File: src/design/rtcm_pkg.sv
// Shared types, register offsets and ID table of the seconds counter block.
`default_nettype none

package rtcm_pkg;

    // Item kinds carried on the input tuser.
    typedef enum logic [1:0] {
        OP_READ  = 2'd0,
        OP_WRITE = 2'd1,
        OP_TICK  = 2'd2
    } t_opcode;

    // Access widths.
    localparam logic [1:0] SZ_BYTE = 2'd0;
    localparam logic [1:0] SZ_HALF = 2'd1;

    // Register offsets.
    localparam logic [11:0] OFF_COUNT  = 12'h000;
    localparam logic [11:0] OFF_MATCH  = 12'h004;
    localparam logic [11:0] OFF_LOAD   = 12'h008;
    localparam logic [11:0] OFF_CTRL   = 12'h00C;
    localparam logic [11:0] OFF_MASK   = 12'h010;
    localparam logic [11:0] OFF_RAW    = 12'h014;
    localparam logic [11:0] OFF_MIS    = 12'h018;
    localparam logic [11:0] OFF_CLEAR  = 12'h01C;
    // ID window 0xFE0..0xFFF: top seven offset bits all ones.
    localparam logic [6:0]  ID_PREFIX  = 7'h7F;

    localparam logic [31:0] KEEP_BYTE  = 32'hFFFF_FF00;
    localparam logic [31:0] KEEP_HALF  = 32'hFFFF_0000;

    // One result item.
    typedef struct packed {
        logic        irq_level;
        logic        access_failed;
        logic [31:0] read_value;
    } t_result;

    // Bits of the old value kept by a narrow write.
    function automatic logic [31:0] keep_mask(input logic [1:0] size);
        logic [31:0] m;
        case (size)
            SZ_BYTE: m = KEEP_BYTE;
            SZ_HALF: m = KEEP_HALF;
            default: m = 32'h0000_0000;
        endcase
        return m;
    endfunction

    // ID byte table.
    function automatic logic [7:0] id_byte(input logic [2:0] idx);
        logic [7:0] b;
        case (idx)
            3'd0:    b = 8'h31;
            3'd1:    b = 8'h10;
            3'd2:    b = 8'h14;
            3'd3:    b = 8'h00;
            3'd4:    b = 8'h0D;
            3'd5:    b = 8'hF0;
            3'd6:    b = 8'h05;
            default: b = 8'hB1;
        endcase
        return b;
    endfunction

endpackage

`default_nettype wire

File: src/design/rtcm_regs.sv
// Register file, counter and alarm logic of the seconds counter block.
`default_nettype none

module rtcm_regs
    import rtcm_pkg::*;
(
    input  wire logic        i_clk,
    input  wire logic        i_rst_n,
    input  wire logic        i_en,
    input  wire logic [1:0]  i_op,
    input  wire logic [11:0] i_off,
    input  wire logic [1:0]  i_size,
    input  wire logic [31:0] i_data,
    output t_result          o_result
);

    logic [31:0] r_count, n_count;
    logic [31:0] r_match, n_match;
    logic [31:0] r_load,  n_load;
    logic        r_mask,  n_mask;
    logic        r_raw,   n_raw;
    logic        r_armed, n_armed;

    // Decode the item and work out the next state and its result
    always_comb begin
        logic [31:0] keep;
        logic [31:0] fresh;
        logic [31:0] rd_val;
        logic        hit;
        logic        arm_req;

        n_count  = r_count;
        n_match  = r_match;
        n_load   = r_load;
        n_mask   = r_mask;
        n_raw    = r_raw;
        n_armed  = r_armed;
        keep     = keep_mask(i_size);
        fresh    = i_data & ~keep;
        rd_val   = 32'd0;
        hit      = 1'b1;
        arm_req  = 1'b0;
        o_result.read_value    = 32'd0;
        o_result.access_failed = 1'b0;

        case (t_opcode'(i_op))
            OP_READ: begin
                if (i_off[11:5] == ID_PREFIX) begin
                    rd_val = {24'd0, id_byte(i_off[4:2])};
                end else begin
                    unique case (i_off)
                        OFF_COUNT: rd_val = r_count;
                        OFF_MATCH: rd_val = r_match;
                        OFF_LOAD:  rd_val = r_load;
                        OFF_CTRL:  rd_val = 32'd1;
                        OFF_MASK:  rd_val = {31'd0, r_mask};
                        OFF_RAW:   rd_val = {31'd0, r_raw};
                        OFF_MIS:   rd_val = {31'd0, r_raw & r_mask};
                        default:   hit    = 1'b0;
                    endcase
                end
                if (hit) begin
                    o_result.read_value = rd_val & ~keep;
                end else begin
                    o_result.access_failed = 1'b1;
                end
            end
            OP_WRITE: begin
                unique case (i_off)
                    OFF_LOAD: begin
                        n_count = fresh;
                        n_load  = fresh;
                        arm_req = 1'b1;
                    end
                    OFF_MATCH: begin
                        n_match = (r_match & keep) | fresh;
                        arm_req = 1'b1;
                    end
                    OFF_MASK:  n_mask = fresh[0];
                    OFF_CLEAR: n_raw  = 1'b0;
                    OFF_CTRL:  ;
                    default:   o_result.access_failed = 1'b1;
                endcase
            end
            OP_TICK: begin
                n_count = r_count + 32'd1;
                if (r_armed && (n_count == r_match)) begin
                    n_raw   = 1'b1;
                    n_armed = 1'b0;
                end
            end
            default: ;
        endcase

        // Arm the alarm, or raise the status at once on an existing match
        if (arm_req) begin
            if (n_match == n_count) begin
                n_armed = 1'b0;
                n_raw   = 1'b1;
            end else begin
                n_armed = 1'b1;
            end
        end

        o_result.irq_level = n_raw & n_mask;
    end

    // Hold state; advance it on each accepted item
    always_ff @(posedge i_clk) begin
        if (!i_rst_n) begin
            r_count <= 32'd0;
            r_match <= 32'd0;
            r_load  <= 32'd0;
            r_mask  <= 1'b0;
            r_raw   <= 1'b0;
            r_armed <= 1'b0;
        end else if (i_en) begin
            r_count <= n_count;
            r_match <= n_match;
            r_load  <= n_load;
            r_mask  <= n_mask;
            r_raw   <= n_raw;
            r_armed <= n_armed;
        end
    end

endmodule

`default_nettype wire

File: src/design/rtc_seconds_counter_with_match_top.sv
// Top level of the seconds counter with match alarm: stream ports and result register.
// Each accepted item's result is registered and shown on the master side in the next cycle.
// Throughput: one item per cycle; a single result register parts the two sides,
// so a new item is taken whenever the register is empty or is being drained.
// Reset (synchronous, active low) clears counter, match, load, mask, status and
// alarm to zero and empties the result register.
`default_nettype none

module rtc_seconds_counter_with_match_top
    import rtcm_pkg::*;
(
    input  wire logic        i_clk,
    input  wire logic        i_rst_n,
    input  wire logic        i_s_axis_tvalid,
    output logic             o_s_axis_tready,
    // tdata: reg_offset[11:0], access_size[13:12], write_value[45:14], zero pad
    input  wire logic [47:0] i_s_axis_tdata,
    // tuser: opcode[1:0]
    input  wire logic [1:0]  i_s_axis_tuser,
    output logic             o_m_axis_tvalid,
    input  wire logic        i_m_axis_tready,
    // tdata: read_value[31:0], access_failed[32], irq_level[33], zero pad
    output logic [39:0]      o_m_axis_tdata
);

    logic    accept;
    t_result result;
    logic    r_out_valid;
    t_result r_out_data;

    assign o_s_axis_tready = !r_out_valid || i_m_axis_tready;
    assign accept          = i_s_axis_tvalid && o_s_axis_tready;

    rtcm_regs u_regs (
        .i_clk    (i_clk),
        .i_rst_n  (i_rst_n),
        .i_en     (accept),
        .i_op     (i_s_axis_tuser),
        .i_off    (i_s_axis_tdata[11:0]),
        .i_size   (i_s_axis_tdata[13:12]),
        .i_data   (i_s_axis_tdata[45:14]),
        .o_result (result)
    );

    // Hold the result until the master side takes it
    always_ff @(posedge i_clk) begin
        if (!i_rst_n) begin
            r_out_valid <= 1'b0;
        end else if (accept) begin
            r_out_valid <= 1'b1;
        end else if (i_m_axis_tready) begin
            r_out_valid <= 1'b0;
        end
    end

    always_ff @(posedge i_clk) begin
        if (accept) begin
            r_out_data <= result;
        end
    end

    assign o_m_axis_tvalid = r_out_valid;
    assign o_m_axis_tdata  = {6'd0, r_out_data.irq_level, r_out_data.access_failed,
                              r_out_data.read_value};

    // Every accepted item shows a result in the next cycle
    a_result_follows: assert property (@(posedge i_clk) disable iff (!i_rst_n)
        accept |=> o_m_axis_tvalid)
        else $error("accepted item gave no result");

    // A tick never reports a failed access
    a_tick_no_fail: assert property (@(posedge i_clk) disable iff (!i_rst_n)
        (accept && i_s_axis_tuser == OP_TICK) |=> !o_m_axis_tdata[32])
        else $error("tick reported a failed access");

    // The control register reads back as one at every width
    a_ctrl_reads_one: assert property (@(posedge i_clk) disable iff (!i_rst_n)
        (accept && i_s_axis_tuser == OP_READ && i_s_axis_tdata[11:0] == OFF_CTRL)
        |=> (o_m_axis_tdata[32:0] == 33'd1))
        else $error("control register read back wrong");

endmodule

`default_nettype wire
File: config.mk
export PLATFORM = sky130hd
export DESIGN_NAME = rtc_seconds_counter_with_match_top
export DESIGN_NICKNAME = d
export VERILOG_FILES = /design/src/design/rtcm_pkg.sv /design/src/design/rtcm_regs.sv /design/src/design/rtc_seconds_counter_with_match_top.sv
export SDC_FILE = /design/constraint.sdc
export NUM_CORES = 1
export LEC_CHECK = 0
export BUFFER_PORTS_ARGS = -buffer_cell sky130_fd_sc_hd__buf_4
export CAP_MARGIN = 15
export CORE_MARGIN = 10
export CORE_UTILIZATION = 35
export CTS_CLUSTER_SIZE = 20
export DETAILED_ROUTE_END_ITERATION = 12
export GPL_TIMING_DRIVEN = 1
export HOLD_SLACK_MARGIN = 0.06
export SLEW_MARGIN = 20
export SYNTH_ARGS = -nofsm -noshare
export SYNTH_HDL_FRONTEND = slang
export SYNTH_SLANG_ARGS = --single-unit
File: constraint.sdc
create_clock -name i_clk -period 3.4 [get_ports i_clk]
set_input_delay 0.51 -clock i_clk [delete_from_list [all_inputs] [get_ports i_clk]]
set_output_delay 0.51 -clock i_clk [all_outputs]
set_load 0.01 [all_outputs]
# Yosys cells after proc, flatten, opt, wreduce, memory -nomap -nowiden
# Cells that the tools add are included.
[totals]
reg_bits = 134
output_inout_bits = 42
elab_cells = 84
[op_classes]
addsub = 1
bitwise_logic = 7
mux = 30
eq_ne = 19
reduce_logical = 17
[ops]
columns = ["cell", "n"]
rows = [
  ["case mux 32 bit (7 select lines)", 1],
  ["two-way mux 32 bit", 5],
  ["case mux 32 bit (2 select lines)", 2],
  ["bitwise AND 32 bit", 3],
  ["== test 32 bit", 2],
  ["case mux 8 bit (7 select lines)", 1],
  ["== test 12 x 5 -> 1 bit, second input constant", 4],
  ["adder 32 x 1 -> 32 bit, second input constant", 1],
  ["NOT 32 bit", 1],
  ["OR 32 bit", 1],
  ["== test 12 x 4 -> 1 bit, second input constant", 2],
  ["two-way mux 1 bit", 19],
  ["== test 12 x 3 -> 1 bit, second input constant", 1],
  ["logical NOT 12 bit", 1],
  ["== test 3 bit, second input constant", 3],
  ["== test 7 bit, second input constant", 1],
  ["OR reduction 7 bit", 1],
  ["== test 3 x 2 -> 1 bit, second input constant", 2],
  ["AND reduction 3 bit", 2],
  ["nonzero test 2 bit", 3],
  ["OR reduction 5 bit", 1],
  ["== test 2 x 1 -> 1 bit, second input constant", 2],
  ["logical NOT 2 bit", 2],
  ["case mux 1 bit (2 select lines)", 2],
  ["other kinds (9)", 11],
]

# Depth between registers and ports, before layout
[logic_depth]
ltp_word = 11
depth_mapped = 15
ltp_nobuf = 12

# By module
# From an unflattened synthesis, not the netlist that was laid out.
[unflattened]
cells_unflattened = 1189
area_unflattened_um2 = 9190.1
[by_module_without_submodules]
columns = ["module", "area_per_inst_um2", "seq_area_each_um2", "cells_per_inst", "n_inst"]
rows = [
  ["rtcm_regs", 8062.7, 1981.9, 1143, 1],
  ["rtc_seconds_counter_with_match_top", 1127.3, 1041.0, 46, 1],
]

# Worst setup path after synthesis
# Ideal clock, no wire load.
[synth_timing]
path_type = "in2reg"
start = "input port i_s_axis_tdata[4]"
end = "register u_regs.r_armed"
slack_ps = -53
required_time_ps = 3284
path_buffers = 3
t_arrival_ps = 3337
path_stages = 13
path_cell_list = "buf_6 or4_4 buf_6 nor2_1 and4_1 buf_2 mux2_2 nand3_1 nand4_1 or4_1 nor4b_2 nand2_1 a41o_1"
[synth_via]
elab_chain_len = 6
[synth_rtl]
columns = ["element", "line_no", "text"]
rows = [
  ["start, declared", "rtc_seconds_counter_with_match_top.sv:17", "input wire logic [47:0] i_s_axis_tdata,"],
  ["== test 12 x 4 -> 1 bit / == test 12 x 3 -> 1 bit (equally long branches)", "rtcm_regs.sv:69", "unique case (i_off)"],
  ["two-way mux 32 bit / OR reduction 2 bit (equally long branches)", "--", ""],
  ["case mux 32 bit (2 select lines) (tied with other cells)", "rtcm_regs.sv:46", "case (t_opcode'(i_op))"],
  ["== test 32 bit / two-way mux 1 bit (equally long branches)", "rtcm_regs.sv:97, rtcm_regs.sv:46", ""],
  ["two-way mux 1 bit / nonzero test 2 bit (equally long branches)", "--", ""],
  ["two-way mux 1 bit / AND reduction 3 bit (equally long branches)", "--", ""],
  ["end signal, assigned", "rtcm_regs.sv:123", "r_armed <= n_armed;"],
  ["end, declared", "rtcm_regs.sv:22", "logic r_armed, n_armed;"],
]
# Parallel ways exist; a longest one is shown, timed or not.
# A chain may end at the register's enable or synchronous reset.

==> run summary <==
Compound-cell area share of the yosys netlist = 23.0%
Number of vias per cell = 5.97
CTS clk-pin slew, worst paths = 0.07 ns
Ant diodes = 0
Startpoint Class = register
# clock sinks = 134
Number of DRC violations after detailed-routing iteration 0 = 1243
Slowest cell on the critical path = sky130_fd_sc_hd__or4_4
Share of synthesized cell area in and, or, nand and nor gates = 27.9%
Sequential area share after synthesis = 32.7%
Syn Std Cell Area = 9250 µm²
Core Rows = 59
Routed length on met1 = 18300 µm
Average instance area after synthesis = 7.58 µm²
Lkg Pwr = 0.00477 µW
Uppermost layer routed = met4
Fraction of layout instances using a drive strength above 1 = 30.4%
Sort of element at the end of the critical path = register
Violated checks = setup timing
DRC errors left = 0
Max Freq = 292 MHz
Largest stage delay, worst path = 0.56 ns
Detailed-routed wire length on met2 = 22000 µm
NetSw = 1230 µW
Total negative slack = -0.0374 ns
Max-slew headroom at the worst pin = 51.4%
CP bufs+invs = 2
Nets@finish = 1553
Final weighted congestion in routability-driven placement = 1.02
Worst setup skew after layout = 0.0215 ns
Critical path required time = 3.69 ns
Main flop type after synthesis = sky130_fd_sc_hd__dfxtp_1
Total vias in the final route = 11000
Share of power burned in combinational logic = 13.3%
Cells after synthesis = 1220
Root Buffer Master = sky130_fd_sc_hd__clkbuf_16
Die width = 183 µm
Area share of fa/ha/maj cells after synthesis = 0.541%
Mux contribution to synthesized area = 2.97%
Largest driver fanout on the critical path = 2
Global-route wire length before repair = 67600 µm
First-pass iteration count of the detailed router = 8
Period utilization = 101%
Clock tree from TritonCTS = yes
Antenna violations before repair = 0
Sum of overflow across all layers after global routing = 0
Switching power share of the total = 30.3%
GRT Overall Usage = 26.4%
Warnings, synthesis = 0
Worst-path cell chain = nand4_1 -> or4_4 -> buf_6 -> o41ai_4 -> buf_4 -> a21boi_2 -> a211o_1 -> a2111oi_4 -> nand4_1 -> nor4b_4 -> nand3_2 -> a21oi_2
Final setup violation count = 2
Final HPWL from detailed placement = 35200 µm
Deepest level of the CTS H-tree = 4
Total instance count after detailed placement = 1796
Maximum number of pins on one net before global-route repair = 67
Hold-fix buffers at CTS = 0
I/O Pins = 96
Share of flip-flops with an asynchronous set or reset after synthesis = 0%
Result of the run = finished, violations left
Part of the power in registers = 41.0%
Number of flops mapped to enable cells by yosys = 34
Crit path max-delay family = simple AND/OR/NAND/NOR gates
Combinational family with the most area after synthesis = simple AND/OR/NAND/NOR gates
Worst path most repeated cell = sky130_fd_sc_hd__nand4_1
Largest vdd supply drop = 0.000255 V
Final worst setup slack = -0.0238 ns
Final worst path period need = 3.42 ns
Routed wire length = 45900 µm
Count of nets left with antenna violations after detail routing = 0
Starting density of the core = 35.5%
Post-DR wirelength/cell = 24.9 µm
Xor-xnor portion of the synthesized cell area = 7.19%
Number of max-capacitance violations reported = 0
Final hold slack = 0.330 ns
P&R area growth vs syn = 39.5%
Clock latency on the worst-skew pair = 0.44 ns
Die area = 33300 µm²
Flops & latches, synth = 134
Placement Setup Slack = -0.580 ns
Count of placed standard cells in the final layout, fillers left out = 1843
Max-slew violation count = 0
Tightest Pin Transition = 0.728 ns
Clock tree buffer depth = 2
Hold Crit Class = in -> reg
Distinct cell type count after synthesis = 74
Die Height = 183 µm
Arrival time at the worst endpoint = 3.71 ns
Num CTS Buffers = 17
Length of routed met3 wiring = 3180 µm
Power density over the cells = 316 nW/µm²
Critical setup path kind = reg -> reg
Int Pwr = 2840 µW
Input/output buffers = 87
Vias in the first global route = 10800
Core area = 26100 µm²
Number of hold violations in the final report = 0
Utilization after layout = 49.5%
Fraction of power consumed by the clock network = 45.7%
RSZ-0062 raised after global routing = yes
layout make-up:
class | count | area (µm²)
fillers | 2583 | 13100
clock inverters | 15 | 144
repair buffers | 357 | 2810
clock buffers | 17 | 425
flip-flops and latches | 134 | 3030
well taps | 335 | 419
inverters | 16 | 60.1
multi-input cells | 969 | 6020
Yosys cell counts (13+ instances only):
| library cell | n | area share (%) |
|---|---|---|
| sky130_fd_sc_hd__a21oi_1 | 153 | 8.3 |
| sky130_fd_sc_hd__clkbuf_1 | 73 | 3.0 |
| sky130_fd_sc_hd__nor2_1 | 93 | 3.8 |
| sky130_fd_sc_hd__inv_1 | 15 | 0.61 |
| sky130_fd_sc_hd__nor3_1 | 24 | 1.3 |
| sky130_fd_sc_hd__mux2i_1 | 23 | 2.5 |
| sky130_fd_sc_hd__xnor2_1 | 52 | 4.9 |
| sky130_fd_sc_hd__a31oi_1 | 14 | 0.95 |
| sky130_fd_sc_hd__nor4_1 | 26 | 1.8 |
| sky130_fd_sc_hd__nand2_1 | 203 | 8.2 |
| sky130_fd_sc_hd__o31ai_1 | 13 | 1.1 |
| sky130_fd_sc_hd__nand3_1 | 62 | 3.4 |
| sky130_fd_sc_hd__or3_1 | 16 | 1.1 |
| sky130_fd_sc_hd__xor2_1 | 24 | 2.3 |
| sky130_fd_sc_hd__dfxtp_1 | 100 | 22 |
| sky130_fd_sc_hd__nand4_1 | 31 | 2.1 |
| sky130_fd_sc_hd__buf_2 | 14 | 0.76 |
| sky130_fd_sc_hd__o21ai_0 | 25 | 1.4 |
| sky130_fd_sc_hd__a22oi_1 | 34 | 2.8 |
| sky130_fd_sc_hd__edfxtp_1 | 34 | 11 |
worst reg2reg max path, stage by stage (launching register included):
cell	delay, ns
sky130_fd_sc_hd__dfxtp_2	0.34
sky130_fd_sc_hd__nand4_1	0.16
sky130_fd_sc_hd__or4_4	0.56
sky130_fd_sc_hd__buf_6	0.14
sky130_fd_sc_hd__o41ai_4	0.34
sky130_fd_sc_hd__buf_4	0.19
sky130_fd_sc_hd__a21boi_2	0.05
sky130_fd_sc_hd__a211o_1	0.34
sky130_fd_sc_hd__a2111oi_4	0.37
sky130_fd_sc_hd__nand4_1	0.19
sky130_fd_sc_hd__nor4b_4	0.32
sky130_fd_sc_hd__nand3_2	0.15
sky130_fd_sc_hd__a21oi_2	0.13
per-stage QoR:
stage	cell area (µm²)	total power (µW)
detailed placement	11900	2220
floorplan	9290	1910
finish	12900	4070
global placement	11900	2210
CTS	12700	4070
global route	12900	4170
per-layer routing:
metal,global-route usage [%],vias to the layer above
li1,-,5029
met1,32.4,5302
met2,44.8,545
met3,3.80,132
met4,12.1,0
met5,0,-
cell usage in the layout (no fill, tap or decap), drive strengths merged, types with 9 or more instances in the layout:
cell and count:
a211oi 10, a21oi 153, a22oi 34, a31oi 14
a32oi 9, and2 11, and3 11, and4 12
buf 357, clkbuf 17, dfxtp 100, edfxtp 34
inv 23, mux2i 23, nand2 204, nand3 62
nand4 31, nor2 93, nor3 26, nor4 30
o21ai 27, o31ai 14, or3 16, or4 10
xnor2 52, xor2 24
power by group through the flow:
stage / Clock (µW) / Combinational, µW / Sequential, µW
6_report: 1860 / 540 / 1670
5_1_grt: 1930 / 563 / 1670
4_1_cts: 1880 / 521 / 1670
3_5_place_dp: 0 / 510 / 1710
3_3_place_gp: 0 / 507 / 1710
2_1_floorplan: 0 / 192 / 1710
state kept, by name (all words and copies together) (netlist names):
signal and count:
u_regs.r_mask 1, u_regs.r_raw 1, o_m_axis_tvalid 1, u_regs.r_load 32
u_regs.r_armed 1, u_regs.r_match 32, o_m_axis_tdata 34, u_regs.r_count 32
path summary, 6_finish.rpt:
| path | from | end | slack (ns) | cells after the start |
|---|---|---|---|---|
| max reg2reg | u_regs.r_count[7] | o_m_axis_tdata[33] | -0.02 | 12 |
| max | u_regs.r_count[7] | o_m_axis_tdata[33] | -0.02 | 12 |
| min reg2reg | u_regs.r_load[12] | u_regs.r_load[12] | 0.46 | 2 |
| min | i_s_axis_tvalid | o_m_axis_tvalid | 0.33 | 3 |
logic make-up after synthesis:
kind of cell    Yosys count
compound gates          331
simple gates            525
fa+ha+maj                 4
xor+xnor                 76
other cells               1
mux                      27
flops                   134
buf+inv                 122
timing repair:
item	in CTS	in global routing
endpoints found under the setup margin	3	3
gates cloned	0	0
gates resized for setup	26	37
setup buffers	4	11
pin swaps	13	18
No activity file was read; power rests on OpenSTA's default activity.
